<file path="config.mk">
export PLATFORM = sky130hd
export DESIGN_NAME = utf8_stream_decoder
export DESIGN_NICKNAME = d
export VERILOG_FILES = /design/src/rtl/udec_pkg.sv /design/src/rtl/udec_front.sv /design/src/rtl/udec_queue.sv /design/src/rtl/udec_back.sv /design/src/rtl/utf8_stream_decoder.sv
export SDC_FILE = /design/constraint.sdc
export NUM_CORES = 1
export LEC_CHECK = 0
export ABC_AREA = 1
export BUFFER_PORTS_ARGS = -buffer_cell sky130_fd_sc_hd__buf_4
export CAP_MARGIN = 20
export CELL_PAD_IN_SITES_DETAIL_PLACEMENT = 0
export CELL_PAD_IN_SITES_GLOBAL_PLACEMENT = 1
export CORE_MARGIN = 4
export CORE_UTILIZATION = 35
export CTS_CLUSTER_DIAMETER = 50
export DETAILED_ROUTE_END_ITERATION = 8
export PLACE_DENSITY = 0.75
export SLEW_MARGIN = 5
export SYNTH_ARGS = -nofsm -noshare
export SYNTH_HDL_FRONTEND = slang
export SYNTH_HIERARCHICAL = 1
export SYNTH_SLANG_ARGS = --single-unit
</file>
<file path="constraint.sdc">
create_clock -name clk_i -period 4.5 [get_ports clk_i]
set_input_delay 0.45 -clock clk_i [delete_from_list [all_inputs] [get_ports clk_i]]
set_output_delay 0.45 -clock clk_i [all_outputs]
set_load 0.02 [all_outputs]
</file>
<file path="src/rtl/udec_pkg.sv">
// ----------------------------------------------------------------------------
// udec_pkg
// Shared types and constants for the utf-8 stream decoder.
// ----------------------------------------------------------------------------
`timescale 1ns / 1ps

package udec_pkg;

  localparam int unsigned ByteW      = 8;
  localparam int unsigned CodeW      = 21;
  localparam int unsigned BitsW      = 7;
  localparam int unsigned PendW      = 2;
  localparam int unsigned QueueDepth = 2;
  localparam int unsigned OutDataW   = 24;

  localparam logic [ByteW-1:0] ASCII_MAX  = 8'h7f;
  localparam logic [ByteW-1:0] LEAD2_MIN  = 8'hc2;
  localparam logic [ByteW-1:0] LEAD2_MAX  = 8'hdf;
  localparam logic [ByteW-1:0] LEAD3_MAX  = 8'hef;
  localparam logic [ByteW-1:0] LEAD4_MAX  = 8'hf4;
  localparam logic [ByteW-1:0] CONT_MIN   = 8'h80;
  localparam logic [ByteW-1:0] CONT_LIMIT = 8'hc0;

  // byte class decided by the front end
  typedef enum logic [2:0] {
    KIND_ASCII,
    KIND_LEAD2,
    KIND_LEAD3,
    KIND_LEAD4,
    KIND_CONT,
    KIND_BAD
  } kind_e;

  typedef struct packed {
    kind_e            kind;
    logic [BitsW-1:0] bits;
    logic             eos;
  } item_t;

  typedef struct packed {
    logic             char_valid;
    logic [CodeW-1:0] code_point;
    logic             string_end;
    logic             string_ok;
  } result_t;

endpackage

</file>
<file path="src/rtl/udec_front.sv">
// ----------------------------------------------------------------------------
// udec_front
// Classifies each incoming byte and pushes it into the request queue.
// ----------------------------------------------------------------------------
`timescale 1ns / 1ps

module udec_front import udec_pkg::*; (
  input  logic [ByteW-1:0] data_byte_i,
  input  logic             end_of_string_i,
  input  logic             in_valid_i,
  output logic             in_ready_o,
  input  logic             q_full_i,
  output logic             q_push_o,
  output item_t            q_item_o
);

  kind_e kind;

  always_comb begin
    if (data_byte_i <= ASCII_MAX) begin
      kind = KIND_ASCII;
    end else if (data_byte_i < CONT_LIMIT) begin
      kind = KIND_CONT;
    end else if (data_byte_i >= LEAD2_MIN && data_byte_i <= LEAD2_MAX) begin
      kind = KIND_LEAD2;
    end else if (data_byte_i > LEAD2_MAX && data_byte_i <= LEAD3_MAX) begin
      kind = KIND_LEAD3;
    end else if (data_byte_i > LEAD3_MAX && data_byte_i <= LEAD4_MAX) begin
      kind = KIND_LEAD4;
    end else begin
      kind = KIND_BAD;
    end
  end

  assign in_ready_o    = !q_full_i;
  assign q_push_o      = in_valid_i && !q_full_i;
  assign q_item_o.kind = kind;
  assign q_item_o.bits = data_byte_i[BitsW-1:0];
  assign q_item_o.eos  = end_of_string_i;

endmodule

</file>
<file path="src/rtl/udec_queue.sv">
// ----------------------------------------------------------------------------
// udec_queue
// Short request queue between the classifier and the decode stage.
// ----------------------------------------------------------------------------
`timescale 1ns / 1ps

module udec_queue import udec_pkg::*; (
  input  logic  clk_i,
  input  logic  rst_ni,
  input  logic  push_i,
  input  item_t item_i,
  output logic  full_o,
  input  logic  pop_i,
  output logic  empty_o,
  output item_t item_o
);

  localparam int unsigned PtrW = (QueueDepth > 1) ? $clog2(QueueDepth) : 1;
  localparam int unsigned CntW = $clog2(QueueDepth + 1);
  localparam logic [CntW-1:0] DepthCnt = CntW'(QueueDepth);
  localparam logic [PtrW-1:0] LastPtr  = PtrW'(QueueDepth - 1);

  item_t           mem_q [QueueDepth];
  logic [PtrW-1:0] wr_ptr_q, wr_ptr_d;
  logic [PtrW-1:0] rd_ptr_q, rd_ptr_d;
  logic [CntW-1:0] count_q, count_d;

  assign full_o  = (count_q == DepthCnt);
  assign empty_o = (count_q == '0);
  assign item_o  = mem_q[rd_ptr_q];

  always_comb begin
    wr_ptr_d = wr_ptr_q;
    rd_ptr_d = rd_ptr_q;
    count_d  = count_q;
    if (push_i) begin
      wr_ptr_d = (wr_ptr_q == LastPtr) ? '0 : wr_ptr_q + 1'b1;
    end
    if (pop_i) begin
      rd_ptr_d = (rd_ptr_q == LastPtr) ? '0 : rd_ptr_q + 1'b1;
    end
    if (push_i && !pop_i) begin
      count_d = count_q + 1'b1;
    end else if (pop_i && !push_i) begin
      count_d = count_q - 1'b1;
    end
  end

  always_ff @(posedge clk_i or negedge rst_ni) begin
    if (!rst_ni) begin
      wr_ptr_q <= '0;
      rd_ptr_q <= '0;
      count_q  <= '0;
    end else begin
      wr_ptr_q <= wr_ptr_d;
      rd_ptr_q <= rd_ptr_d;
      count_q  <= count_d;
    end
  end

  always_ff @(posedge clk_i) begin
    if (push_i) begin
      mem_q[wr_ptr_q] <= item_i;
    end
  end

  a_no_overflow: assert property (@(posedge clk_i) disable iff (!rst_ni)
    count_q <= DepthCnt) else $error("queue count above depth");

  a_pop_nonempty: assert property (@(posedge clk_i) disable iff (!rst_ni)
    pop_i |-> count_q != '0) else $error("pop from empty queue");

  a_count_up: assert property (@(posedge clk_i) disable iff (!rst_ni)
    (push_i && !pop_i) |=> count_q == $past(count_q) + 1'b1)
    else $error("queue count did not advance on push");

endmodule

</file>
<file path="src/rtl/udec_back.sv">
// ----------------------------------------------------------------------------
// udec_back
// Sequence decode state and the output register for results.
// ----------------------------------------------------------------------------
`timescale 1ns / 1ps

module udec_back import udec_pkg::*; (
  input  logic    clk_i,
  input  logic    rst_ni,
  input  logic    q_empty_i,
  input  item_t   q_item_i,
  output logic    q_pop_o,
  output logic    out_valid_o,
  input  logic    out_ready_i,
  output result_t out_result_o
);

  logic [PendW-1:0] pend_q, pend_d;
  logic [CodeW-1:0] part_q, part_d;
  logic             failed_q, failed_d;
  logic             out_valid_q, out_valid_d;
  result_t          out_q, out_d;

  logic             got_char;
  logic [CodeW-1:0] cp;
  logic [CodeW-1:0] shifted;
  logic             eos;

  // the output slot frees up in the same cycle it is taken
  assign q_pop_o = !q_empty_i && (!out_valid_q || out_ready_i);
  assign eos     = q_item_i.eos;
  assign shifted = {part_q[CodeW-7:0], q_item_i.bits[5:0]};

  always_comb begin
    pend_d      = pend_q;
    part_d      = part_q;
    failed_d    = failed_q;
    got_char    = 1'b0;
    cp          = '0;
    out_d       = out_q;
    out_valid_d = out_valid_q && !out_ready_i;

    if (q_pop_o) begin
      if (!failed_q) begin
        if (pend_q == '0) begin
          unique case (q_item_i.kind)
            KIND_ASCII: begin
              got_char = 1'b1;
              cp       = CodeW'(q_item_i.bits);
            end
            KIND_LEAD2: begin
              part_d = CodeW'(q_item_i.bits[4:0]);
              pend_d = 2'd1;
            end
            KIND_LEAD3: begin
              part_d = CodeW'(q_item_i.bits[3:0]);
              pend_d = 2'd2;
            end
            KIND_LEAD4: begin
              part_d = CodeW'(q_item_i.bits[2:0]);
              pend_d = 2'd3;
            end
            default: begin
              failed_d = 1'b1;
            end
          endcase
        end else if (q_item_i.kind == KIND_CONT) begin
          pend_d = pend_q - 1'b1;
          part_d = shifted;
          if (pend_q == 2'd1) begin
            got_char = 1'b1;
            cp       = shifted;
            part_d   = '0;
          end
        end else begin
          failed_d = 1'b1;
          pend_d   = '0;
          part_d   = '0;
        end
      end

      // truncated sequence at end of string
      if (eos && pend_d != '0) begin
        failed_d = 1'b1;
      end

      if (got_char || eos) begin
        out_valid_d      = 1'b1;
        out_d.char_valid = got_char;
        out_d.code_point = cp;
        out_d.string_end = eos;
        out_d.string_ok  = eos && !failed_d;
      end

      if (eos) begin
        pend_d   = '0;
        part_d   = '0;
        failed_d = 1'b0;
      end
    end
  end

  always_ff @(posedge clk_i or negedge rst_ni) begin
    if (!rst_ni) begin
      pend_q      <= '0;
      part_q      <= '0;
      failed_q    <= 1'b0;
      out_valid_q <= 1'b0;
    end else begin
      pend_q      <= pend_d;
      part_q      <= part_d;
      failed_q    <= failed_d;
      out_valid_q <= out_valid_d;
    end
  end

  always_ff @(posedge clk_i) begin
    out_q <= out_d;
  end

  assign out_valid_o  = out_valid_q;
  assign out_result_o = out_q;

  a_fail_no_pend: assert property (@(posedge clk_i) disable iff (!rst_ni)
    failed_q |-> pend_q == '0) else $error("open sequence in failed string");

  a_eos_clears: assert property (@(posedge clk_i) disable iff (!rst_ni)
    (q_pop_o && eos) |=> (pend_q == '0 && !failed_q && part_q == '0))
    else $error("state not cleared after end of string");

  a_eos_result: assert property (@(posedge clk_i) disable iff (!rst_ni)
    (q_pop_o && eos) |=> (out_valid_q && out_q.string_end))
    else $error("end of string gave no result");

endmodule

</file>
<file path="src/rtl/utf8_stream_decoder.sv">
// ----------------------------------------------------------------------------
// utf8_stream_decoder
// Decodes a utf-8 byte stream into code points with a pass/fail per string.
// ----------------------------------------------------------------------------
//  channel  dir  tdata                        tuser        tlast
//  s_axis   in   [7:0] data_byte              -            end_of_string
//  m_axis   out  [20:0] code_point,           char_valid   string_end
//                [21] string_ok, [23:22] zero
//
//  one byte per cycle sustained while m_axis_tready holds; an input request reaches
//  the result through a queue slot, then the decode stage into the output register
//  the decode stage pops a queued byte whenever the output register is free
//  or being taken, so back pressure fills the two-entry queue before tready drops
//  bytes that give no result (lead bytes, inner continuations) pass silently
//  reset clears the queue, the decode state and the output valid
// ----------------------------------------------------------------------------
`timescale 1ns / 1ps

module utf8_stream_decoder import udec_pkg::*; (
  input  logic                clk_i,
  input  logic                rst_ni,
  input  logic                s_axis_tvalid_i,
  output logic                s_axis_tready_o,
  input  logic [ByteW-1:0]    s_axis_tdata_i,   // [7:0] data_byte
  input  logic                s_axis_tlast_i,   // end_of_string
  output logic                m_axis_tvalid_o,
  input  logic                m_axis_tready_i,
  output logic [OutDataW-1:0] m_axis_tdata_o,   // [20:0] code_point, [21] string_ok
  output logic                m_axis_tuser_o,   // [0] char_valid
  output logic                m_axis_tlast_o    // string_end
);

  logic    q_push;
  logic    q_pop;
  logic    q_full;
  logic    q_empty;
  item_t   q_in;
  item_t   q_out;
  result_t res;

  udec_front u_front (
    .data_byte_i     (s_axis_tdata_i),
    .end_of_string_i (s_axis_tlast_i),
    .in_valid_i      (s_axis_tvalid_i),
    .in_ready_o      (s_axis_tready_o),
    .q_full_i        (q_full),
    .q_push_o        (q_push),
    .q_item_o        (q_in)
  );

  udec_queue u_queue (
    .clk_i   (clk_i),
    .rst_ni  (rst_ni),
    .push_i  (q_push),
    .item_i  (q_in),
    .full_o  (q_full),
    .pop_i   (q_pop),
    .empty_o (q_empty),
    .item_o  (q_out)
  );

  udec_back u_back (
    .clk_i        (clk_i),
    .rst_ni       (rst_ni),
    .q_empty_i    (q_empty),
    .q_item_i     (q_out),
    .q_pop_o      (q_pop),
    .out_valid_o  (m_axis_tvalid_o),
    .out_ready_i  (m_axis_tready_i),
    .out_result_o (res)
  );

  assign m_axis_tdata_o = {{(OutDataW - CodeW - 1){1'b0}}, res.string_ok, res.code_point};
  assign m_axis_tuser_o = res.char_valid;
  assign m_axis_tlast_o = res.string_end;

endmodule
</file>
After elaboration in Yosys (flattened, before gate mapping)
Memory sizes are Yosys's and may differ from the RTL's.
Index checks and enable logic that the tools add are counted.
- equal/unequal tests: 8
- mux-type cells: 42
- reductions and logical operators: 27
- shift operators: 0
- add/subtract/negate cells: 5
- order comparisons: 8
- bitwise operators: 0
- divide/modulo/power cells: 0
- $mul: 0
- operator list (kind ; number):
    two-way mux 15 bit ; 5
    two-way mux 21 bit ; 3
    one-hot mux 15 bit (3 select lines) ; 1
    <= comparator 8 bit, second input constant ; 3
    two-way mux 1 bit ; 19
    > comparator 8 bit, second input constant ; 2
    two-way mux 3 bit ; 5
    two-way mux 2 bit ; 7
    logical AND 1 bit ; 10
    greater-or-equal comparator 8 bit, second input constant ; 1
    <= comparator 8 x 7 -> 1 bit, second input constant ; 1
    less-than comparator 8 bit, second input constant ; 1
    zero test 1 bit ; 7
    two-way mux 7 bit ; 1
    == test 3 x 2 -> 1 bit, second input constant ; 2
    one-hot mux 2 bit (3 select lines) ; 1
    inequality test 5 x 4 -> 1 bit, second input constant ; 1
    zero test 2 bit ; 2
    nonzero test 2 bit ; 2
    OR reduction 4 bit ; 1
    subtractor 2 x 1 -> 2 bit, second input constant ; 2
    == test 3 x 1 -> 1 bit, second input constant ; 1
    == test 3 bit, second input constant ; 1
    zero test 3 bit ; 1
    8 further kinds ; 10
- logic and storage cells: 102
- flip-flop bits (word level): 47
- latch bits: 0
- input bits: 13
- memory bits (writable): 22
- output and inout bits: 28
- memory bits (read-only): 0
- memories kept: 1
- memory list (memory ; depth ; bits a word ; read ports ; clocked after memory_dff ; wr ports ; RTL line ; source):
    u_queue.mem_q ; 2 ; 11 ; 1 ; 0 ; 1 ; udec_queue.sv:23 ; item_t mem_q [QueueDepth];

Depth between registers and ports, before layout
An unclocked memory read counts as a cell.
- word-level depth: 12
- depth in mapped cells: 11
- mapped depth without buffers: 11

By module
The synthesis kept the hierarchy.
- modules (own cells, without submodules) (module ; area an instance (µm²) ; times used ; cells each ; sequential area each (µm²)):
    udec_back ; 1979.4 ; 1 ; 202 ; 1196.1
    udec_queue ; 1036.0 ; 1 ; 59 ; 760.7
    udec_front ; 151.4 ; 1 ; 29 ; 0.0
    utf8_stream_decoder ; 18.8 ; 1 ; 3 ; 0.0

Least setup slack after synthesis
No wires, ideal clock.
- kind: register to register
- start point: register u_queue.rd_ptr_q
- end point: register u_back.out_q, in the netlist u_back/out_result_o[0], enable pin
- library setup time: 0.379 ns
- cell stages (with the launch flop): 8
- buffers on the path: 1
- clock period less this slack: 2.237 ns
- data required time: 4.121 ns
- setup slack: 2.263 ns
- data arrival time: 1.858 ns
- cells stage by stage: dfrtp_1 > buf_6 > mux2_4 > nor2_4 > nand4_2 > nand3_1 > nand2_1 > inv_1
- RTL lines (what ; RTL line ; source):
    start, declared ; udec_queue.sv:25 ; logic [PtrW-1:0] rd_ptr_q, rd_ptr_d;
    start signal, assigned ; udec_queue.sv:56 ; rd_ptr_q <= rd_ptr_d;
    end signal, assigned ; udec_back.sv:118 ; out_q <= out_d;
    end, declared ; udec_back.sv:22 ; result_t out_q, out_d;

==> results.md <==
* Fmax at roughly 340 MHz
* RSZ-0062 raised after global routing: no
* Port Buffers at 38
* Final setup vio count at 0
* Cell taking the most area after synthesis: edfxtp_1
* Max Fanout on Critical Path at 24
* Mux share of post-synthesis cell area at slightly below 5%
* Post-detailed-route wirelength per cell at around 12 um
* Die Width at 103 um
* DR iter-0 viols at 112
* Die Span Y at a little over 100 um
* First-pass GRT wire length at between 8 and 9 mm
* Mean post-synth cell area at ~11 um2
* Critical path launch point: u_queue/rd_ptr_q$_DFFE_PN0P_
* Status: finished, final reports clean
* Antenna violations before repair at 0
* Worst Max-Slew Pin Slew at 0.929 ns
* Layout area overhead at 17.2%
* Power Dens Cells at slightly below 700 nW/um2
* Compound-gate portion of the synthesized area at 5.46%
* Relative slew slack at 37.8%
* Post-synthesis instance total at approximately 290
* CP required at 4.47 ns
* DRT antenna net count at 0
* Core Area at roughly 9000 um2
* Synth Flop Type: edfxtp_1
* Synth Warn # at 6
* Max incr delay on CP at about 0.74 ns
* Deepest clock path buffer count at 2
* Slowest cell on crit path: dfrtp_1
* Post-synthesis sequential element count at between 60 and 70
* Top cell type's share of synthesized area at between 40% and 50%
* Via density at 4.38
* Crit path buffers/inverters at 1
* Seq/Total Area, Yosys at 61.4%
* Setup bufs post-CTS at 0
* Drt pass-1 iters at 4
* Dpl hpwl at 3.89 mm
* Switching power at 920 uW
* Final Wtd Congestion at 0.927
* Power Internal at roughly 1600 uW
* Worst EP arrival at 2.95 ns
* Setup CP Type: reg2reg
* Vias in the first global route at roughly 1800
* Clock power frac at a little under a quarter
* Largest cells by area after synthesis: edfxtp_1 43%, dfrtp_1 18%, nand2_1 7.2%
* CTS tree: yes
* Adder-Cell Fraction of Synth Area at 1.18%
* Switching fraction of total power at 36.3%
* Endpoints failing hold at 0
* Max-cap violation count at 0
* Setup TNS at 0 ns
* Grt met3 use at under 10%
* GR Overflow Total at 0
* Final Cycle Share at 66.3%
* Register Area at 1960 um2
* CTS Buf Count at 9
* Logic pwr share at 36.7%
* Largest family of logic cells by synthesized area: simple AND/OR/NAND/NOR gates
* Clock Sinks at 69
* Setup Skew at 0.00667 ns
* Synth Area in XOR/XNOR at 0.825%
* Post-synth ARST share at about 33%
* Pleak at between 0.0015 and 0.002 uW
* Starting Density at 36.2%
* Critical path cell sequence: mux2_4 > nor2_4 > nand4_2 > nand3_1 > nand2_1 > inv_1
* Final WS setup at approximately 1.5 ns
* Clk slew on worst S/H paths at 0.07 ns
* Fillers at 831
* Worst Setup Start Kind: register
* Routed wire length at 5.37 mm
* Cell Rows at 34
* Pre-CTS setup slack at 1.44 ns
* Full die area at 10700 um2
* Peak VDD IR at 270 uV
* DRC errors left at 0
* Largest net degree at the start of global routing at 29
* EDFF count, synth at 46
* Clock insertion delay at the later pin of the skew report at 0.34 ns
* Reg2reg start: u_queue/rd_ptr_q$_DFFE_PN0P_
* Origin of the worst min-delay path: s_axis_tdata_i[0]
* Hold crit path type: in2reg
* Share of cells above drive strength 1 at 26.3%
* Met1 usage at 12.8%
* Vias at 1934
* Grt met2 use at 16.6%
* Critical Path Sink Type: register
* Post-synth cell types at 29
* I/O pin count at 41
* Final Slew Violations at 0
* Netlist Area Pre-Place at 3190 um2
* ANT cells at 0
* Fin nets at 345
* Seq pwr share at 39.9%
* CTS HTree Levels at 3
* Final min period at 2.98 ns
* Simple-gate share of the synthesized area at between 10% and 20%
* Total track usage at 10.8%
* Grt peak-use layer: met2
* Family with the most delay on the worst path: simple AND/OR/NAND/NOR gates
* Multi-input gate area at 923 um2
* Clock root buffer: clkbuf_8
[registers in the layout, indices dropped and copies added, names as in the netlist]
register and cells:
u_queue/wr_ptr_q 1, u_back/part_q 15, u_queue/count_q 2, u_back/failed_q 1, u_queue/mem_q 22, u_back/out_valid_o 1, u_back/out_result_o 24, u_queue/rd_ptr_q 1
u_back/pend_q 2
[layout make-up]
cell class | count | area share [%]
Sequential cell | 69 | 52.4
Multi-Input combinational cell | 161 | 24.7
Timing Repair Buffer | 39 | 7.91
Inverter | 49 | 4.93
Tap cell | 108 | 3.62
Clock buffer | 10 | 3.42
Clock inverter | 6 | 2.98
[power by group through the flow]
| stage | Clock [uW] | Sequential (uW) | Combinational [uW] |
|---|---|---|---|
| 3_3_place_gp | 0 | 1030 | 930 |
| 4_1_cts | 614 | 1020 | 943 |
| 6_report | 594 | 1010 | 930 |
| 2_1_floorplan | 0 | 1120 | 596 |
| 3_5_place_dp | 0 | 1030 | 941 |
| 5_1_grt | 640 | 1040 | 1030 |
[cells by family after synthesis]
group | after synthesis
other cells | 1
xor+xnor | 3
fa+ha+maj | 3
buf+inv | 64
compound gates | 24
simple gates | 118
mux | 11
flops | 69
[per-layer routing]
layer | part of all wire, % | vias up
met5 | 0 | -
met4 | 3.4 | 0
met3 | 4.9 | 16
met2 | 48 | 55
met1 | 44 | 861
li1 | - | 1002
[cell usage in the layout (no fill, tap or decap)]
| cell type | Yosys | final |
|---|---|---|
| nand2_1 | 61 | 61 |
| inv_1 | 47 | 47 |
| edfxtp_1 | 46 | 46 |
| buf_4 | 10 | 38 |
| nor2_1 | 34 | 34 |
| dfrtp_1 | 23 | 23 |
| nand3_1 | 12 | 12 |
| o21ai_2 | 12 | 12 |
| clkbuf_8 | 0 | 9 |
| mux2_4 | 9 | 9 |
| o21ai_0 | 6 | 6 |
| bufinv_16 | 0 | 3 |
| nor2_4 | 3 | 3 |
| ha_1 | 3 | 3 |
| conb_1 | 1 | 2 |
| nand4_1 | 2 | 2 |
| a21oi_1 | 2 | 2 |
| inv_2 | 2 | 2 |
| nand3_2 | 2 | 2 |
| a21oi_2 | 2 | 2 |
| mux2_2 | 2 | 2 |
| xor2_1 | 2 | 2 |
| clkinvlp_4 | 0 | 1 |
| clkinv_2 | 0 | 1 |
| clkbuf_1 | 0 | 1 |
| clkinv_4 | 0 | 1 |
| dlygate4sd3_1 | 0 | 1 |
| nand4_2 | 1 | 1 |
| nor2_2 | 1 | 1 |
| nand2_4 | 1 | 1 |
| o21ai_1 | 1 | 1 |
| nand3b_1 | 1 | 1 |
| o22ai_1 | 1 | 1 |
| xnor2_1 | 1 | 1 |
[per-stage QoR]
stage               instance area, um2  instances  hold slack, ns  power (uW)  utilization, %
global placement                  3480        425           0.375        1960            39.6
CTS                               3730        442           0.269        2580            42.4
detailed placement                3480        425           0.375        1970            39.6
floorplan                         3190        294           0.154        1710               -
finish                            3730        442           0.294        2540            42.4
global route                      3730        442           0.273        2710            42.4
[cell usage after synthesis (3+ instances only)]
cell,count
nor2_1,34
o21ai_2,12
o21ai_0,6
nor2_4,3
edfxtp_1,46
nand2_1,61
buf_4,10
dfrtp_1,23
mux2_4,9
ha_1,3
nand3_1,12
inv_1,47
buf_6,4
[path summary, 6_finish.rpt]
path	end	slack, ns	cells past startpoint
max in group asynchronous	u_back/part_q[4]$_DFFE_PN0P_	3.71	2
max reg2reg	u_back/out_result_o[8]$_SDFFCE_PP0P_	1.52	6
min reg2reg	u_back/part_q[9]$_DFFE_PN0P_	0.49	2
min in group asynchronous	u_back/pend_q[1]$_DFFE_PN0P_	0.55	2
min	u_queue/mem_q[1][1]$_DFFE_PP_	0.29	1
max	u_back/out_result_o[8]$_SDFFCE_PP0P_	1.52	6
[repair_timing]
item                      4_1_cts  5_1_grt
hold buffers                    1        0
hold endpoints to repair       22        0
gates resized for setup         0        0
No activity file was read; power rests on OpenSTA's default activity.
